<file path="config.mk">
export PLATFORM = sky130hd
export DESIGN_NAME = cbk_req_queue
export DESIGN_NICKNAME = d
export VERILOG_FILES = /design/src/rtl/cbk_pkg.sv /design/src/rtl/cbk_req_queue.sv
export SDC_FILE = /design/constraint.sdc
export NUM_CORES = 1
export LEC_CHECK = 0
export BUFFER_PORTS_ARGS = -buffer_cell sky130_fd_sc_hd__buf_4
export CAP_MARGIN = 20
export CORE_ASPECT_RATIO = 0.7
export CORE_MARGIN = 2
export CORE_UTILIZATION = 40
export CTS_BUF_LIST = sky130_fd_sc_hd__clkbuf_4
export CTS_CLUSTER_DIAMETER = 150
export CTS_CLUSTER_SIZE = 16
export DETAILED_ROUTE_END_ITERATION = 12
export RECOVER_POWER = 50
export SYNTH_ARGS = -nofsm -noshare
export SYNTH_HDL_FRONTEND = slang
export SYNTH_SLANG_ARGS = --single-unit
export TNS_END_PERCENT = 30
</file>
<file path="constraint.sdc">
create_clock -name clock -period 2.26 [get_ports clock]
set_input_delay 0.339 -clock clock [delete_from_list [all_inputs] [get_ports clock]]
set_output_delay 0.339 -clock clock [all_outputs]
set_load 0.01 [all_outputs]
</file>
<file path="src/rtl/cbk_pkg.sv">
package cbk_pkg;

   localparam int DOUBLE_ROUNDS = 10;

   // half of four quarter rounds per ring stage: four half steps per double round
   localparam int STEP_TOTAL = 4 * DOUBLE_ROUNDS;
   localparam int STEP_W     = $clog2(STEP_TOTAL);
   localparam int RING_STAGES = 5;
   localparam int TAG_W      = $clog2(RING_STAGES) + 1;

   localparam int REQ_QUEUE_DEPTH = 2;
   localparam int REQ_PTR_W       = $clog2(REQ_QUEUE_DEPTH);
   localparam int REQ_CNT_W       = $clog2(REQ_QUEUE_DEPTH + 1);

   localparam int STATE_WORDS = 16;
   localparam int OUT_WORDS   = STATE_WORDS / 2;
   localparam int OUT_IDX_W   = $clog2(OUT_WORDS);

   localparam logic [31:0] SIGMA_0 = 32'h61707865;
   localparam logic [31:0] SIGMA_1 = 32'h3320646e;
   localparam logic [31:0] SIGMA_2 = 32'h79622d32;
   localparam logic [31:0] SIGMA_3 = 32'h6b206574;

   typedef enum logic [2:0] {
      CSR_KEY_PART_0 = 3'd0,
      CSR_KEY_PART_1 = 3'd1,
      CSR_KEY_PART_2 = 3'd2,
      CSR_KEY_PART_3 = 3'd3,
      CSR_NONCE_LOW  = 3'd4,
      CSR_NONCE_HIGH = 3'd5
   } csr_index_type;

   typedef logic [31:0] word_type;
   typedef logic [STATE_WORDS-1:0][31:0] state_type;

   typedef struct packed {
      logic [3:0][63:0] key;
      logic [63:0]      nonce_low;
      logic [31:0]      nonce_high;
   } cfg_type;

   typedef struct packed {
      logic              valid;
      logic              done;
      logic [STEP_W-1:0] step;
      logic [TAG_W-1:0]  tag;
      logic [31:0]       counter;
      state_type         state;
   } slot_type;

   // finished block leaving the round ring
   typedef struct packed {
      logic      valid;
      logic [31:0] counter;
      state_type state;
   } done_type;

   function automatic state_type build_state(cfg_type cfg, logic [31:0] counter);
      state_type s;
      s[0] = SIGMA_0;
      s[1] = SIGMA_1;
      s[2] = SIGMA_2;
      s[3] = SIGMA_3;
      for (int i = 0; i < 4; i++) begin
         s[4 + 2 * i] = cfg.key[i][31:0];
         s[5 + 2 * i] = cfg.key[i][63:32];
      end
      s[12] = counter;
      s[13] = cfg.nonce_low[31:0];
      s[14] = cfg.nonce_low[63:32];
      s[15] = cfg.nonce_high;
      return s;
   endfunction

   function automatic word_type rotl(word_type x, int unsigned n);
      return (x << n) | (x >> (32 - n));
   endfunction

   // four quarter rounds side by side, first or second half of each;
   // diag selects the diagonal pattern over the columns
   function automatic state_type half_step(state_type s, logic diag, logic second);
      state_type r;
      word_type  a;
      word_type  b;
      word_type  c;
      word_type  d;
      logic [3:0] ia;
      logic [3:0] ib;
      logic [3:0] ic;
      logic [3:0] id;
      r = s;
      for (int q = 0; q < 4; q++) begin
         ia = 4'(q);
         ib = diag ? 4'(4 + ((q + 1) & 3))  : 4'(4 + q);
         ic = diag ? 4'(8 + ((q + 2) & 3))  : 4'(8 + q);
         id = diag ? 4'(12 + ((q + 3) & 3)) : 4'(12 + q);
         a = s[ia];
         b = s[ib];
         c = s[ic];
         d = s[id];
         a = a + b;
         d = second ? rotl(d ^ a, 8) : rotl(d ^ a, 16);
         c = c + d;
         b = second ? rotl(b ^ c, 7) : rotl(b ^ c, 12);
         r[ia] = a;
         r[ib] = b;
         r[ic] = c;
         r[id] = d;
      end
      return r;
   endfunction

endpackage

</file>
<file path="src/rtl/cbk_req_queue.sv">
module cbk_req_queue (
   input  logic        clock,
   input  logic        reset,
   input  logic        req_valid,
   output logic        req_stall,
   input  logic [31:0] req_block_counter,
   output logic        head_valid,
   output logic [31:0] head_counter,
   input  logic        head_pop
);

   logic [cbk_pkg::REQ_QUEUE_DEPTH-1:0][31:0] entry_ff;
   logic [cbk_pkg::REQ_PTR_W-1:0] wr_ptr_ff, wr_ptr_in;
   logic [cbk_pkg::REQ_PTR_W-1:0] rd_ptr_ff, rd_ptr_in;
   logic [cbk_pkg::REQ_CNT_W-1:0] count_ff, count_in;
   logic push;
   logic pop;

   assign req_stall    = (count_ff == cbk_pkg::REQ_CNT_W'(cbk_pkg::REQ_QUEUE_DEPTH));
   assign head_valid   = (count_ff != '0);
   assign head_counter = entry_ff[rd_ptr_ff];
   assign push = req_valid && !req_stall;
   assign pop  = head_pop && head_valid;

   always_comb begin
      wr_ptr_in = wr_ptr_ff;
      rd_ptr_in = rd_ptr_ff;
      count_in  = count_ff;
      if (push) begin
         wr_ptr_in = (wr_ptr_ff == cbk_pkg::REQ_PTR_W'(cbk_pkg::REQ_QUEUE_DEPTH - 1)) ?
                     '0 : wr_ptr_ff + 1'b1;
      end
      if (pop) begin
         rd_ptr_in = (rd_ptr_ff == cbk_pkg::REQ_PTR_W'(cbk_pkg::REQ_QUEUE_DEPTH - 1)) ?
                     '0 : rd_ptr_ff + 1'b1;
      end
      if (push && !pop) begin
         count_in = count_ff + 1'b1;
      end else if (pop && !push) begin
         count_in = count_ff - 1'b1;
      end
   end

   always_ff @(posedge clock) begin
      if (reset) begin
         wr_ptr_ff <= '0;
         rd_ptr_ff <= '0;
         count_ff  <= '0;
      end else begin
         wr_ptr_ff <= wr_ptr_in;
         rd_ptr_ff <= rd_ptr_in;
         count_ff  <= count_in;
      end
   end

   always_ff @(posedge clock) begin
      if (push) begin
         entry_ff[wr_ptr_ff] <= req_block_counter;
      end
   end

endmodule

</file>
# Yosys cells after proc, flatten, opt, wreduce, memory -nomap -nowiden
# Index checks and enable logic that the tools add are counted.
dict set report classes {
  n_lt_le_gt_ge 3
  n_mux 9
  add_sub_neg 4
  n_eq_ne 1
  reduce_logical 10
}
# cell n
set op_table {}
lappend op_table {{2-to-1 mux 32 bit} 3}
lappend op_table {{bitwise mux 64 bit} 1}
lappend op_table {{demux 32 bit (select 1 bit)} 1}
lappend op_table {{logical AND 1 bit} 5}
lappend op_table {{less-than comparator 1 x 2 -> 1 bit, second input constant} 2}
lappend op_table {{2-to-1 mux 2 bit} 2}
lappend op_table {{nonzero test 2 bit} 2}
lappend op_table {{zero test 1 bit} 3}
lappend op_table {{adder 1 bit, second input constant} 2}
lappend op_table {{adder 2 x 1 -> 2 bit, second input constant} 1}
lappend op_table {{equality test 2 bit, second input constant} 1}
lappend op_table {{2-to-1 mux 1 bit} 2}
lappend op_table {{subtractor 2 x 1 -> 2 bit, second input constant} 1}
lappend op_table {{greater-or-equal comparator 1 bit, second input constant} 1}
dict set report totals {
  ff_bits 68
  input_bits 36
  output_inout_bits 34
}

# Logic depth before layout (Yosys ltp)
# Gate-level depths: netlist of the first run.
dict set report depth {
  depth_word 7
  depth_mapped 6
  depth_no_buf 6
}

# Worst setup path before layout of the first run
# OpenSTA, ideal clock, no wires.
dict set report synth_path {
  kind {reg2reg}
  startpoint {register count_ff[1] (netlist name)}
  endpoint {register entry_ff[0] (netlist name), enable pin}
  path_slack_ns 0.416
  stages_incl_launch_ff 4
  period_less_slack_ns 1.844
  required_time_ns 1.873
  setup_ns 0.387
  arrival_time_ns 1.458
  n_path_buf 0
  cell_sequence {dfxtp_1 nor2b_2 or3_1 inv_1}
}
dict set report synth_via {
  elab_chain_len 3
}
# element line
set synth_lines {}
lappend synth_lines {{from (decl)} cbk_req_queue.sv:15} ;# logic [cbk_pkg::REQ_CNT_W-1:0] count_ff, count_in;
lappend synth_lines {{from (signal assigned)} cbk_req_queue.sv:52} ;# count_ff <= count_in;
lappend synth_lines {{equality test 2 bit} cbk_req_queue.sv:19} ;# assign req_stall = (count_ff == cbk_pkg::REQ_CNT_W'(cbk_pkg::REQ_QUEUE_DEPTH));
lappend synth_lines {{named net req_stall} cbk_req_queue.sv:5} ;# output logic req_stall,
lappend synth_lines {{zero test 1 bit} cbk_req_queue.sv:22} ;# assign push = req_valid && !req_stall;
lappend synth_lines {{logical AND 1 bit} cbk_req_queue.sv:22}
lappend synth_lines {{to (signal, indexed assignment)} cbk_req_queue.sv:58} ;# entry_ff[wr_ptr_ff] <= req_block_counter;
lappend synth_lines {{to (decl)} cbk_req_queue.sv:12} ;# logic [cbk_pkg::REQ_QUEUE_DEPTH-1:0][31:0] entry_ff;
# The timed path passes the listed nets, and every way through them passes these cells.
# A chain may end at the register's enable or synchronous reset.

# Final worst setup path of the first run
dict set report layout_path {
  startpoint {register rd_ptr_ff}
  endpoint {output port head_counter[28]}
}
dict set report layout_via {
  elab_chain_len 2
}
# element line
set layout_lines {}
lappend layout_lines {{from (decl)} cbk_req_queue.sv:14} ;# logic [cbk_pkg::REQ_PTR_W-1:0] rd_ptr_ff, rd_ptr_in;
lappend layout_lines {{from (signal assigned)} cbk_req_queue.sv:51} ;# rd_ptr_ff <= rd_ptr_in;
lappend layout_lines {{2-to-1 mux 32 bit (implied by the code) (2 in a row)} cbk_req_queue.sv:21} ;# assign head_counter = entry_ff[rd_ptr_ff];
lappend layout_lines {{to (decl)} cbk_req_queue.sv:8} ;# output logic [31:0] head_counter,
# No other way between the ends. The select of a mux whose other input is x is not followed.

==> flow_summary.ini, run 1 <==
[critical_path]
cp_top_family = buffers and inverters
r2r-start = count_ff[0]$_SDFFE_PP0P_
endpoint_kind = output port
r2r_slack_ns = 0.42
r2r-end = entry_ff[58]$_DFFE_PP_
startpoint_type = flip-flop
cp_max_fo = 17
slowest_stage = mux2_2
path_cells = buf_4 -> mux2_2 -> buf_4
required_ns = 1.92
crit_cells = 3
crit_end = head_counter[28]
critPathBufInv = 2
crit_arrival_ns = 1.52
cpMostUsedCell = buf_4
ff2ff_path_depth = 4
max_stage_delay_ns = 0.38
critPathLaunch = rd_ptr_ff$_SDFFE_PP0P_
worstSetupPathType = flip-flop to output port

[pwr]
p_seq_share_pct = 48.3
swShare_pct = 28.1
vdd_drop_max_uv = 395
pwr-share-clk_pct = 21.7
leakage_uw = 0.00118
combPwrFrac_pct = 30.1
switching_power_uw = 951
power.density_nw_per_um2 = 1060
intPower_uw = 2440

[timing]
min_period_over_period_pct = 82.4
setup_viol = 0
period_needed_ns = 1.86
hold_viol = 0
max_freq_ghz = 0.537
skew_ns = 0.00743
maxSlewHeadroom_pct = 44.7
grt_setup_unrepaired = no
final-max-slew-violation-count = 0
worstMarginPinSlew_ns = 0.830
fin_setup_tns_ns = 0

[clock_network]
ctsHtreeMaxLevel = 3
tritoncts = built
cts_num_sinks = 68
cts_resized = 0
hold_buffers = 0
cts.path.max_buffers = 2
clk_pin_slew_ns = 0.10
cts-root-buf = clkbuf_4
clock_latency_ns = 0.40
cts_made_buffers = 9
cts_setup_buffers = 0

[global_route]
grt_use_total_pct = 13.9
grt_max_degree = 33
antenna_found_initial = 0
grt_pass1_wl_um = 7000
grt_pass1_vias = 1429
grt.overflow.total = 0

[detailed_routing]
dr.pass1.iters = 6
top_layer = met4
drt-met1-wl_um = 1850
antenna_left = 0
wl_per_cell_um = 15.4
avgViaCountPerCell = 4.73
wl_um = 4410
wl_met2_um = 2100
drtIter0Drc = 73
remaining_drc_errors = 0
met3_length_um = 371
num_vias = 1353

[yosys]
synth_area_um2 = 2500
synth_cell_types = 14
yosysWarnings = 0
syn_avg_cell_area_um2 = 20.3
netlist_instances = 123
yosysSeqAreaShare_pct = 80.1
syn_nets = 160
ys_seq_elements = 68

[placed_design]
portBuffers = 69
place.gp.congestion = 0.756
placed_cell_area_um2 = 3120
hpwl_um = 3030

[min_path]
hold_class = input pin to flip-flop
hp-start = reset

[final_layout]
drive_above_1_share_pct = 51.9
final_common_cell = edfxtp_1
area_growth_pct = 28.3
mostFrequentLayoutCells = 64 x edfxtp_1, 38 x buf_4, 32 x mux2_2
finalInstanceArea_um2 = 3210
diodes = 0
final_nets = 240

[job]
cap_violations = 0

[floorplanning]
die_w_um = 98.5
die_area_um2 = 6900
core_um2 = 6130
core.rowCount = 24
pin_count = 70
start_util_pct = 40.8
die_y_um = 70.1

[status]
outcome = complete, no violations
## how the worst min path moves through the flow
stage	end	cells after the start
3_3_place_gp	wr_ptr_ff$_SDFFE_PP0P_	2
2_1_floorplan	count_ff[1]$_SDFFE_PP0P_	1
6_report	count_ff[1]$_SDFFE_PP0P_	2
3_5_place_dp	wr_ptr_ff$_SDFFE_PP0P_	2
4_1_cts	entry_ff[9]$_DFFE_PP_	1
5_1_grt	wr_ptr_ff$_SDFFE_PP0P_	2
## area by class of cell
cell class                      count  area (um^2)
Tap cell                           78         97.6
Timing Repair Buffer               73          497
Sequential cell                    68         2000
Multi-Input combinational cell     49          467
Inverter                            2         7.51
Clock inverter                      7         67.6
Fill cell                         528         2920
Clock buffer                        9         67.6
## cell usage after synthesis
master / count / area share (%)
a21oi_1: 2 / 0.40
and2_1: 1 / 0.25
buf_2: 4 / 0.80
dfxtp_1: 4 / 3.2
edfxtp_1: 64 / 77
ha_1: 1 / 0.50
inv_1: 2 / 0.30
mux2_2: 32 / 14
nor2_1: 3 / 0.45
nor2b_2: 1 / 0.35
o21ai_0: 3 / 0.60
or2_2: 1 / 0.25
or3_1: 2 / 0.50
xor2_1: 3 / 1.1
## flip-flops by register name, summed over array words and instances, names as in the netlist
name       count
count_ff       2
entry_ff      64
rd_ptr_ff      1
wr_ptr_ff      1
## metal layers
metal / global-route usage [%] / up-vias
met3: 7.11 / 10
li1: - / 638
met5: 0 / -
met2: 22.0 / 57
met4: 5.48 / 0
met1: 16.1 / 648
## stage by stage
step | util, % | total power (uW) | cells | hold WS (ns) | setup WS (ns)
final | 52.3 | 3390 | 286 | 0.118 | 0.398
after floorplan | - | 2240 | 123 | 0.408 | 0.416
after CTS | 53.2 | 3470 | 286 | 0.0875 | 0.347
after global routing | 52.3 | 3580 | 286 | 0.0875 | 0.204
after detailed placement | 51.0 | 2730 | 270 | 0.488 | 0.583
after global placement | 51.0 | 2690 | 270 | 0.465 | 0.642
## power groups by stage
stage	Combinational, uW	Clock (uW)	Sequential, uW
after global routing	1110	811	1650
final	1020	734	1640
after CTS	1070	765	1640
after global placement	1030	0	1650
after floorplan	587	0	1650
after detailed placement	1060	0	1670
## worst reg2reg max path, delay by kind of cell, from the launching register on
kind                   cells  cell delay, ns
buffers and inverters      1            0.64
flip-flops                 1            0.43
AND/OR/NAND/NOR            3            0.39
## kinds of logic (layout without fill, tap and decap cells)
kind of cell,count (synthesis),count (layout),share of synthesized area [%]
simple gates,8,8,1.80
buf+inv,6,91,1.10
compound gates,5,5,1.00
flops,68,68,80.1
fa+ha+maj,1,1,0.501
xor+xnor,3,3,1.05
mux,32,32,14.4
Note: power is estimated with default switching activity, not from simulation.
==> run 2: changes to the inputs <==
Settings changed: PLACE_DENSITY set to 0.66.
Clock period 2.26 ns to 1.7 ns, I/O delays scaled along.
==> run 2 against run 1 <==
The run now ends with setup timing left. Sequential share of layout area is 9.7 points lower. Critical path depth stayed put. Worst hold slack worse by 0.047 ns. Clock skew is 0.0031 ns higher. Flip-flop and latch count stayed put. Core utilization is 9.8 points higher. Routed wire length is 16% higher. Via count is 9.1% higher. Total power is 55% higher. Global-route usage is 0.84 points higher. Register-to-register slack worse by 0.36 ns. Largest power group unchanged. Highest routed layer unchanged.
==> flow_summary.ini, run 2 (same netlist as run 1, synthesis figures left out) <==
[placed_design]
placed_cell_area_um2 = 3180
place.gp.congestion = 0.769
hpwl_um = 3220
preCtsSetupSlack_ns = 0.149
portBuffers = 69

[final_layout]
largest_register_ffs = 64
drive_above_1_share_pct = 50.8
fillers = 472
final_common_cell = edfxtp_1
largestRegisters = entry_ff x64, count_ff x2
area_growth_pct = 52.2
diodes = 0
final_nets = 268
finalInstanceArea_um2 = 3800
largest-register = entry_ff
mostFrequentLayoutCells = 64 x edfxtp_1, 33 x clkbuf_4, 28 x mux2_4, 28 x buf_6, 24 x dlygate4sd3_1

[timing]
period_needed_ns = 1.71
worstMarginPinSlew_ns = 0.344
hold_viol = 0
skew_ns = 0.0105
fin_setup_tns_ns = -0.0126
final-max-slew-violation-count = 0
grt_setup_unrepaired = yes
timing.final.ws_setup_ns = -0.00832
min_period_over_period_pct = 100
max_freq_ghz = 0.585
setup_viol = 3
maxSlewHeadroom_pct = 77.0

[pwr]
leakage_uw = 0.00148
vdd_drop_max_uv = 787
power.density_nw_per_um2 = 1380

[floorplanning]
die_w_um = 98.5
pin_count = 70
start_util_pct = 40.8
core_um2 = 6130
die_area_um2 = 6900
die_y_um = 70.1
core.rowCount = 24

[critical_path]
ff2ff_path_depth = 5
worstSetupPathType = flip-flop to output port
cp_max_fo = 10
path_cells = clkbuf_16 -> mux2_2 -> buf_4
r2r_slack_ns = 0.06
r2r-start = count_ff[1]$_SDFFE_PP0P_
crit_arrival_ns = 1.45
max_stage_delay_ns = 0.41
startpoint_type = flip-flop
slowest_stage = dfxtp_4
r2r-end = count_ff[1]$_SDFFE_PP0P_
required_ns = 1.44
endpoint_kind = output port

[global_route]
grt_pass1_vias = 1569
grt_pass1_wl_um = 7460
grt.overflow.total = 0
grt_max_degree = 21
grt_use_total_pct = 14.7
antenna_found_initial = 0

[detailed_routing]
wl_um = 5100
drtIter0Drc = 59
num_vias = 1476
avgViaCountPerCell = 4.70
antenna_left = 0
remaining_drc_errors = 0
dr.pass1.iters = 4
wl_per_cell_um = 16.2

[clock_network]
cts-root-buf = clkbuf_4
tritoncts = built
clock_latency_ns = 0.40
cts.path.max_buffers = 2
ctsHtreeMaxLevel = 3
cts_made_buffers = 9
clk_pin_slew_ns = 0.10
cts_num_sinks = 68

[status]
violations = setup timing
outcome = finished with violations

[min_path]
hold_class = input pin to flip-flop
hold_depth = 1
min_to = entry_ff[62]$_DFFE_PP_
hp-start = req_block_counter[30]

[job]
cap_violations = 0
==> run 2: report_power, final <==
| group | internal, uW | switching, uW |
|---|---|---|
| logic | 1150 | 784 |
| clock network | 591 | 542 |
| registers | 2110 | 95.4 |
==> run 2: routing by layer <==
metal | global-route usage (%) | vias to the layer above | part of all wire (%) | wire length, um
met5 | 0 | - | 0 | 0
met4 | 4.57 | 0 | 0.80 | 41
met3 | 7.11 | 7 | 6.1 | 310
met2 | 25.3 | 52 | 51 | 2610
met1 | 16.2 | 727 | 42 | 2140
li1 | - | 690 | - | -
==> run 2: layout make-up <==
cell class | count | area [um^2] | area share (%)
tap | 78 | 97.6 | 2.57
timing repair buffer | 101 | 958 | 25.2
clock buffer | 9 | 67.6 | 1.78
clock inverter | 7 | 91.3 | 2.40
sequential | 68 | 2010 | 52.7
multi-input combinational | 49 | 572 | 15.0
inverter | 2 | 11.3 | 0.296
==> run 2: worst max path at each step <==
stage / depth (start not counted) / to / from
after detailed placement: 4 / entry_ff[28]$_DFFE_PP_ / count_ff[0]$_SDFFE_PP0P_
after CTS: 3 / head_counter[23] / rd_ptr_ff$_SDFFE_PP0P_
final: 3 / head_counter[4] / rd_ptr_ff$_SDFFE_PP0P_
after global placement: 4 / entry_ff[27]$_DFFE_PP_ / count_ff[1]$_SDFFE_PP0P_
after global routing: 3 / head_counter[4] / rd_ptr_ff$_SDFFE_PP0P_
after floorplan: 3 / entry_ff[32]$_DFFE_PP_ / count_ff[1]$_SDFFE_PP0P_
==> run 2: what timing repair did <==
action                                 in CTS  in global routing
cloned                                      0                  1
resized for setup                          11                 50
buffers inserted                            0                  1
setup endpoints to repair                  32                 32
hold buffers                               14                 10
endpoints found under the hold margin      26                 20
==> run 2: stage by stage <==
step	total power [uW]	hold slack (ns)	std cells	util (%)
CTS	4950	0.000264	302	57.4
floorplan	2980	0.324	123	-
detailed placement	3710	0.442	272	51.9
global placement	3650	0.441	272	51.9
global route	5510	0.0234	314	62.1
finish	5270	0.0710	314	62.1
==> run 2: worst max-delay path, delay by kind of cell (launching register included) <==
family	cells	cell delay (ns)
flip-flops	1	0.41
multiplexers	1	0.33
buffers and inverters	2	0.32
==> run 3: changes to the inputs <==
--- a/config.mk
+++ b/config.mk
@@ -9,3 +9,2 @@
 export CAP_MARGIN = 20
-export CORE_ASPECT_RATIO = 0.7
 export CORE_MARGIN = 2
==> constraint.sdc (replaced) <==
create_clock -name clock -period 1.7 [get_ports clock]
set_input_delay 0.085 -clock clock [delete_from_list [all_inputs] [get_ports clock]]
set_output_delay 0.085 -clock clock [all_outputs]
set_load 0.01 [all_outputs]
==> run 3 against run 2 <==
The flow now finishes without violations. Sequential power is essentially flat. Cell count grew 1.3%. Setup slack gained 0.11 ns. First-iteration DRC count grew 22%. Critical endpoint is now count_ff[1]$_SDFFE_PP0P_.
==> flow_summary.ini, run 3 (same netlist as run 1, synthesis figures left out) <==
[final_layout]
area_growth_pct = 43.7
fillers = 461
diodes = 0
mostFrequentLayoutCells = 64 x edfxtp_1, 36 x clkbuf_4, 36 x buf_4
final_nets = 275
drive_above_1_share_pct = 46.5
largest_register_ffs = 64
finalNonFillerCells = 318
final_common_cell = edfxtp_1
largestRegisters = entry_ff x64, count_ff x2
largest-register = entry_ff

[critical_path]
r2r-start = count_ff[1]$_SDFFE_PP0P_
endpoint_kind = flip-flop
ff2ff_path_depth = 5
cp_max_fo = 5
crit_arrival_ns = 1.93
worstSetupPathType = flip-flop to flip-flop
crit_end = count_ff[1]$_SDFFE_PP0P_
r2r-end = count_ff[1]$_SDFFE_PP0P_
r2r_slack_ns = 0.10
required_ns = 2.03
critPathLaunch = count_ff[1]$_SDFFE_PP0P_
startpoint_type = flip-flop

[placed_design]
hpwl_um = 3000
preCtsSetupSlack_ns = 0.134
dp.cells = 269
place.gp.congestion = 0.715
portBuffers = 69

[detailed_routing]
avgViaCountPerCell = 4.65
wl_per_cell_um = 14.4
dr.pass1.iters = 4
drtIter0Drc = 72
antenna_left = 0
num_vias = 1479
remaining_drc_errors = 0
wl_um = 4580

[floorplanning]
start_util_pct = 41.7
pin_count = 70
die_area_um2 = 6890
die_w_um = 83.0
core_um2 = 5990
die_y_um = 83.0
core.rowCount = 28

[clock_network]
cts-root-buf = clkbuf_4
cts_num_sinks = 68
tritoncts = built
cts_setup_buffers = 0
cts_made_buffers = 9
cts.path.max_buffers = 2
ctsHtreeMaxLevel = 3
clk_pin_slew_ns = 0.10
clock_latency_ns = 0.39

[global_route]
antenna_found_initial = 0
grt_use_total_pct = 14.3
grt_pass1_vias = 1535
grt.overflow.total = 0
grt_pass1_wl_um = 7430
grt_max_degree = 26

[timing]
timing.hold.ws_ns = 0.128
period_needed_ns = 1.60
min_period_over_period_pct = 94.0
max_freq_ghz = 0.626
grt_setup_unrepaired = no
setup_viol = 0
maxSlewHeadroom_pct = 71.8
hold_viol = 0
skew_ns = 0.0161
worstMarginPinSlew_ns = 0.423
timing.final.ws_setup_ns = 0.101
final-max-slew-violation-count = 0

[status]
outcome = complete, no violations

[job]
cap_violations = 0

[pwr]
vdd_drop_max_uv = 802
leakage_uw = 0.00134
p_total_uw = 4620
power.density_nw_per_um2 = 1290

[min_path]
hold_class = input pin to flip-flop
-- run 3: power by group --
part | leakage [uW] | switching, uW | total [uW] | internal (uW)
registers | 0.000631 | 72.5 | 2170 | 2100
logic | 0.000642 | 674 | 1480 | 806
clock network | 0.0000710 | 502 | 966 | 464
total | 0.00134 | 1250 | 4620 | 3370
-- run 3: worst min-delay path by stage --
stage                          startpoint                        to  slack [ns]  cells past startpoint
CTS                             req_valid    wr_ptr_ff$_SDFFE_PP0P_        0.09                      4
detailed placement  req_block_counter[26]    entry_ff[58]$_DFFE_PP_        0.27                      1
floorplan                           reset  count_ff[1]$_SDFFE_PP0P_        0.15                      1
finish                           head_pop    rd_ptr_ff$_SDFFE_PP0P_        0.13                      4
global route                    req_valid    wr_ptr_ff$_SDFFE_PP0P_        0.11                      4
global placement     req_block_counter[2]     entry_ff[2]$_DFFE_PP_        0.27                      1
-- run 3: stage by stage --
stage	TNS, ns	instance area (um^2)	utilization [%]
6_report	0	3590	59.9
5_1_grt	0	3590	59.9
4_1_cts	0	3630	60.5
3_5_place_dp	0	3160	52.8
3_3_place_gp	0	3160	52.8
2_1_floorplan	-3.59	2500	-
-- run 3: routing by layer --
layer / vias up / GRT usage [%] / wire [um]
li1: 707 / - / -
met1: 714 / 15.7 / 1780
met2: 53 / 24.6 / 2480
met3: 5 / 6.16 / 264
met4: 0 / 5.37 / 52
met5: - / 0 / 0
-- run 3: layout make-up --
cell class,instances,area [um^2],area share [%]
inverters,2,11.3,0.314
clock inverters,5,45.0,1.25
well taps,75,93.8,2.61
repair buffers,108,887,24.7
multi-input cells,49,469,13.1
flip-flops and latches,68,2000,55.7
clock buffers,11,82.6,2.30
-- run 3: what timing repair did --
action | 4_1_cts | 5_1_grt
gates cloned | 0 | 0
pin swaps | 0 | 0
setup endpoints to repair | 13 | 9
gates resized for setup | 1 | 1
hold endpoints to repair | 68 | 0
hold buffers | 33 | 0
-- run 3: critical path, cell delays in order (launching register included) --
cell	delay [ns]
dfxtp_1	0.39
nor2b_2	0.23
nor2_1	0.09
ha_1	0.34
or3_1	0.35
a21oi_1	0.14
